--- src/sla_pkg.sv ---
// Shared constants, register codes and the exp2 factor table for the
// spotlight attenuation block. No dependencies.
`default_nettype none

package sla_pkg;

    // Field widths
    localparam int AXIS_W = 32;
    localparam int RAY_W  = 17;
    localparam int EXP_W  = 16;
    localparam int COS_W  = 17;
    localparam int ATT_W  = 16;
    localparam int LEN_W  = 32;
    localparam int IDX_W  = 3;

    localparam logic [ATT_W-1:0] ONE_Q15 = 16'h8000;
    localparam logic [30:0]      ONE_Q30 = 31'h4000_0000;

    // Configuration register indexes
    typedef enum logic [IDX_W-1:0] {
        REG_AXIS_X        = 3'd0,
        REG_AXIS_Y        = 3'd1,
        REG_AXIS_Z        = 3'd2,
        REG_EXPONENT      = 3'd3,
        REG_CONE_EDGE_COS = 3'd4,
        REG_FALLOFF_COS   = 3'd5
    } reg_idx_t;

    // Status of the axis length unit
    typedef struct packed {
        logic             busy;
        logic             zero;
        logic [LEN_W-1:0] len;
    } len_info_t;

    // Q30 factors 2^(-2^-k), k = 1..16
    typedef logic [30:0] exp_tab_t [1:16];

    // Bitwise integer square root, evaluated at elaboration only
    function automatic logic [63:0] isqrt64(input logic [63:0] v_in);
        logic [63:0] v;
        logic [63:0] r;
        logic [63:0] b;
        v = v_in;
        r = 64'd0;
        b = 64'h4000_0000_0000_0000;
        for (int i = 0; i < 32; i++)
        begin
            if (v >= r + b)
            begin
                v = v - (r + b);
                r = (r >> 1) + b;
            end
            else
            begin
                r = r >> 1;
            end
            b = b >> 2;
        end
        return r;
    endfunction

    function automatic exp_tab_t build_exp_tab();
        exp_tab_t    t;
        logic [63:0] prev;
        prev = isqrt64(64'd1 << 59);
        t[1] = prev[30:0];
        for (int k = 2; k <= 16; k++)
        begin
            prev = isqrt64({prev[33:0], 30'd0});
            t[k] = prev[30:0];
        end
        return t;
    endfunction

    localparam exp_tab_t EXP_TAB = build_exp_tab();

endpackage

`default_nettype wire

--- src/sla_len.sv ---
// Axis length unit: sums the three axis squares, then takes a bitwise
// integer square root one result bit per cycle. Depends on sla_pkg.
`default_nettype none

module sla_len (
    input  logic                               clk,
    input  logic                               rst_n,
    input  logic                               start,
    input  logic signed [sla_pkg::AXIS_W-1:0]  ax,
    input  logic signed [sla_pkg::AXIS_W-1:0]  ay,
    input  logic signed [sla_pkg::AXIS_W-1:0]  az,
    output sla_pkg::len_info_t                 info
);
    import sla_pkg::*;

    typedef enum logic [2:0] {
        LS_IDLE = 3'b001,
        LS_SQ   = 3'b010,
        LS_ROOT = 3'b100
    } len_state_t;

    len_state_t        state_reg, state_next;
    logic [4:0]        cnt_reg, cnt_next;
    logic [63:0]       sum_reg, sum_next;
    logic [63:0]       v_reg, v_next;
    logic [63:0]       r_reg, r_next;
    logic [63:0]       b_reg, b_next;
    logic [LEN_W-1:0]  len_reg, len_next;
    logic              zero_reg, zero_next;

    logic signed [AXIS_W-1:0] op;
    logic signed [63:0]       sq;
    logic [63:0]              trial;

    // One square per cycle
    always_comb
    begin
        case (cnt_reg[1:0])
            2'd0:    op = ax;
            2'd1:    op = ay;
            default: op = az;
        endcase
        sq    = 64'(op) * 64'(op);
        trial = r_reg + b_reg;
    end

    // Sequencer
    always_comb
    begin
        state_next = state_reg;
        cnt_next   = cnt_reg;
        sum_next   = sum_reg;
        v_next     = v_reg;
        r_next     = r_reg;
        b_next     = b_reg;
        len_next   = len_reg;
        zero_next  = zero_reg;
        case (state_reg)
            LS_IDLE:
            begin
            end
            LS_SQ:
            begin
                sum_next = sum_reg + sq;
                cnt_next = cnt_reg + 5'd1;
                if (cnt_reg[1:0] == 2'd2)
                begin
                    state_next = LS_ROOT;
                    cnt_next   = 5'd0;
                    v_next     = sum_reg + sq;
                    r_next     = 64'd0;
                    b_next     = 64'h4000_0000_0000_0000;
                end
            end
            LS_ROOT:
            begin
                if (v_reg >= trial)
                begin
                    v_next = v_reg - trial;
                    r_next = (r_reg >> 1) + b_reg;
                end
                else
                begin
                    r_next = r_reg >> 1;
                end
                b_next   = b_reg >> 2;
                cnt_next = cnt_reg + 5'd1;
                if (cnt_reg == 5'd31)
                begin
                    state_next = LS_IDLE;
                    len_next   = r_next[LEN_W-1:0];
                    zero_next  = (sum_reg == 64'd0);
                end
            end
            default:
            begin
                state_next = LS_IDLE;
            end
        endcase
        if (start)
        begin
            state_next = LS_SQ;
            cnt_next   = 5'd0;
            sum_next   = 64'd0;
        end
    end

    always_ff @(posedge clk or negedge rst_n)
    begin
        if (!rst_n)
        begin
            state_reg <= LS_IDLE;
            cnt_reg   <= 5'd0;
            len_reg   <= LEN_W'(32'h0001_0000);
            zero_reg  <= 1'b0;
        end
        else
        begin
            state_reg <= state_next;
            cnt_reg   <= cnt_next;
            len_reg   <= len_next;
            zero_reg  <= zero_next;
        end
    end

    // Datapath, no reset
    always_ff @(posedge clk)
    begin
        sum_reg <= sum_next;
        v_reg   <= v_next;
        r_reg   <= r_next;
        b_reg   <= b_next;
    end

    assign info.busy = (state_reg != LS_IDLE);
    assign info.zero = zero_reg;
    assign info.len  = len_reg;

endmodule

`default_nettype wire

--- config.mk ---
export PLATFORM = sky130hd
export DESIGN_NAME = sla_len
export DESIGN_NICKNAME = d
export VERILOG_FILES = /design/src/sla_pkg.sv /design/src/sla_len.sv
export SDC_FILE = /design/constraint.sdc
export NUM_CORES = 2
export LEC_CHECK = 0
export BUFFER_PORTS_ARGS = -buffer_cell sky130_fd_sc_hd__buf_4
export CORE_MARGIN = 10
export CORE_UTILIZATION = 45
export CTS_CLUSTER_DIAMETER = 200
export CTS_CLUSTER_SIZE = 20
export DETAILED_ROUTE_END_ITERATION = 10
export HOLD_SLACK_MARGIN = 0.1
export PLACE_DENSITY = 0.62
export SLEW_MARGIN = 20
export SYNTH_ARGS = -nofsm -noshare
export SYNTH_HDL_FRONTEND = slang
export SYNTH_SLANG_ARGS = --single-unit
--- constraint.sdc ---
create_clock -name clk -period 11.27 [get_ports clk]
set_input_delay 2.254 -clock clk [delete_from_list [all_inputs] [get_ports clk]]
set_output_delay 2.254 -clock clk [all_outputs]
set_load 0.005 [all_outputs]
==> impl_metrics.toml <==
[floorplan]
die-area_um2 = 137000
die_y_um = 371
core-area_um2 = 122000
num_rows = 128
pin_count = 133
die_w_um = 371
start_util = 0.454

[global_routing]
track_usage = 0.226
grt_max_degree = 86
grt_pass1_vias = 43800
antenna_found_initial = 2
grt-ovfl-total = 0
grt_pass1_wl_um = 244000

[critical_path]
critical-path-top-delay-family = "adder cells"
cp-startpoint = "ay[25]"
reg2reg_slack_ps = 1030
startpoint_type = "primary input"
reg2reg_to = "sum_reg[62]"
cp.arrival_ps = 11110
slowest_delay_ps = 590
worst-r2r-cell-count = 30
worst-path-max-fanout = 13
cp.depth = 30
crit_top_cell = "fa_1"
worst-path-buf-inv = 8
required_ps = 11750
r2r-start = "cnt_reg[0]"
cp_slowest_cell = "fa_1"
crit_end = "sum_reg[62]"
cp-end-kind = "register"
critPathKind = "in2reg"

[synthesis]
syn-num-nets = 7684
synth_cell_types = 81
yosys_warnings = 0
synth.area.top_cells = "fa_1, inv_1, edfxtp_1, ha_1, nand2_1"
synth_top_cell_area_share = 0.409
yosysTopAreaCell = "fa_1"
syn_inst = 6084
async_reset_ff_frac = 0.155
syn_avg_cell_area_um2 = 9.09
syn_area_um2 = 55300
synth_seq_area_share = 0.129
synth_edf_count = 160
ys.flop_type = "edfxtp_1"
ys_ff_latch = 265

[cts]
cts_max_path_buffers = 3
post_cts_buffers = 0
tritoncts = "yes"
cts_root_buf = "clkbuf_16"
cts_resized = 0
cts_buffers = 17
cts_max_level = 1
path_clk_slew_ps = 80
clk_latency_ps = 550
cts.sinks = 265
cts_hold_buf = 0

[sta]
finalSetupTns_ps = 0
maxSlewHeadroom = 0.196
finalSetupViolCount = 0
slew_violations = 0
rsz0062_at_grt = "false"
hold_viol = 0
post-route-min-period_ps = 10630
period_share = 0.944
clock_skew_ps = 26.6
fmax_mhz = 94.0
tightest_slew_ps = 1190

[routing]
vias_per_cell = 5.31
drt-met1-wl_um = 63000
first_pass_iters = 5
ant_nets = 0
wl_per_cell_um = 19.8
wl_um = 155000
route.detailed.drc = 0
dr_wl_met3_um = 8440
drt-initial-drc-count = 2870
topRoutingLayerUsed = "met5"
vias = 41400
wl_met2_um = 77700

[job]
cap_violations = 0

[cells_and_area]
nFillCells = 11600
layout-drive-gt1-share = 0.0605
layout.nets = 7758
area_growth_pct = 7.00

[run_status]
status = "completed"

[placed_design]
gp_routability_congestion = 0.952
port_buffers = 132
dpl.hpwl_um = 131000

[hold_path]
min_path_type = "reg2reg"
## synthesized netlist by cell type (9+ instances only)
| cell type | instances |
|---|---|
| nor2b_1 | 24 |
| ha_1 | 371 |
| o211ai_1 | 12 |
| nor4_1 | 25 |
| mux2i_1 | 64 |
| nor3_1 | 40 |
| fa_1 | 1130 |
| o21bai_1 | 38 |
| a21oi_1 | 237 |
| a21boi_0 | 14 |
| and2_1 | 47 |
| xor2_1 | 97 |
| o31ai_1 | 21 |
| a211oi_1 | 33 |
| and3_1 | 22 |
| dfrtp_1 | 39 |
| nand4_1 | 51 |
| o21ai_0 | 184 |
| clkbuf_1 | 177 |
| inv_1 | 1421 |
| buf_1 | 26 |
| a31oi_1 | 68 |
| o21ai_1 | 46 |
| a31o_2 | 18 |
| o21a_1 | 43 |
| a21oi_2 | 10 |
| nor2_1 | 420 |
| edfxtp_1 | 160 |
| a21o_1 | 85 |
| dfxtp_1 | 64 |
| clkinv_1 | 9 |
| nand3_1 | 57 |
| nand2b_1 | 24 |
| xnor2_1 | 163 |
| nand2_1 | 709 |
| or3_1 | 16 |
## layer usage
metal / track usage / vias to the layer above
li1: - / 19000
met1: 0.293 / 21000
met2: 0.393 / 1154
met3: 0.0268 / 256
met4: 0.0695 / 2
met5: 0 / -
## layout make-up
class | count | area, um^2 | area share
multi-input combinational | 4170 | 42100 | 0.711
clock buffer | 28 | 467 | 0.00789
antenna | 3 | 7.51 | 0.000127
clock inverter | 2 | 25.0 | 0.000423
tap | 1625 | 2030 | 0.0344
sequential | 265 | 7120 | 0.120
inverter | 1433 | 5380 | 0.0910
timing repair buffer | 271 | 2070 | 0.0350
## cell usage in the layout, fill, tap and decap left out, types with 38 or more instances in the layout
cell type,Yosys,layout
inv_1,1421,1419
fa_1,1130,1130
nand2_1,709,706
nor2_1,420,418
ha_1,371,371
buf_4,5,268
a21oi_1,237,236
o21ai_0,184,177
xnor2_1,163,163
edfxtp_1,160,160
xor2_1,97,97
a21o_1,85,85
a31oi_1,68,68
mux2i_1,64,64
dfxtp_1,64,64
nand3_1,57,57
nand4_1,51,51
and2_1,47,47
o21a_1,43,42
nor3_1,40,40
o21bai_1,38,38
## stage by stage
step / hold slack, ps / utilization / setup WS, ps / area, um^2 / cells
after global routing: 494 / 0.485 / 187 / 59200 / 7795
after floorplan: 449 / - / 249 / 55300 / 6084
after detailed placement: 461 / 0.481 / 207 / 58700 / 7764
after CTS: 473 / 0.485 / 735 / 59100 / 7794
final: 472 / 0.485 / 637 / 59200 / 7797
after global placement: 458 / 0.481 / 249 / 58700 / 7764
## tightest hold or removal path, stage by stage (launching register included)
cell and delay [ps]:
dfstp_2 370, nand2_1 50, o21ai_1 50
## kinds of logic after synthesis
| group | synth area share |
|---|---|
| AO/OA/AOI/OAI | 0.0985 |
| XOR/XNOR | 0.0412 |
| adder cells (fa/ha/maj) | 0.493 |
| buffers and inverters | 0.113 |
| flip-flops | 0.129 |
| multiplexers | 0.0118 |
| AND/OR/NAND/NOR | 0.114 |
## worst min path at each step
| stage | start | slack [ps] | end | depth (start not counted) |
|---|---|---|---|---|
| 2_1_floorplan | sum_reg[11] | 450 | sum_reg[11] | 2 |
| 3_3_place_gp | len_reg[16] | 460 | len_reg[16] | 2 |
| 3_5_place_dp | len_reg[16] | 460 | len_reg[16] | 2 |
| 4_1_cts | len_reg[16] | 470 | len_reg[16] | 2 |
| 5_1_grt | sum_reg[33] | 490 | sum_reg[33] | 2 |
| 6_report | len_reg[16] | 470 | len_reg[16] | 2 |
Power is not shown: default switching activity piles up to over one toggle a cycle in this logic, so the estimate is an artifact.
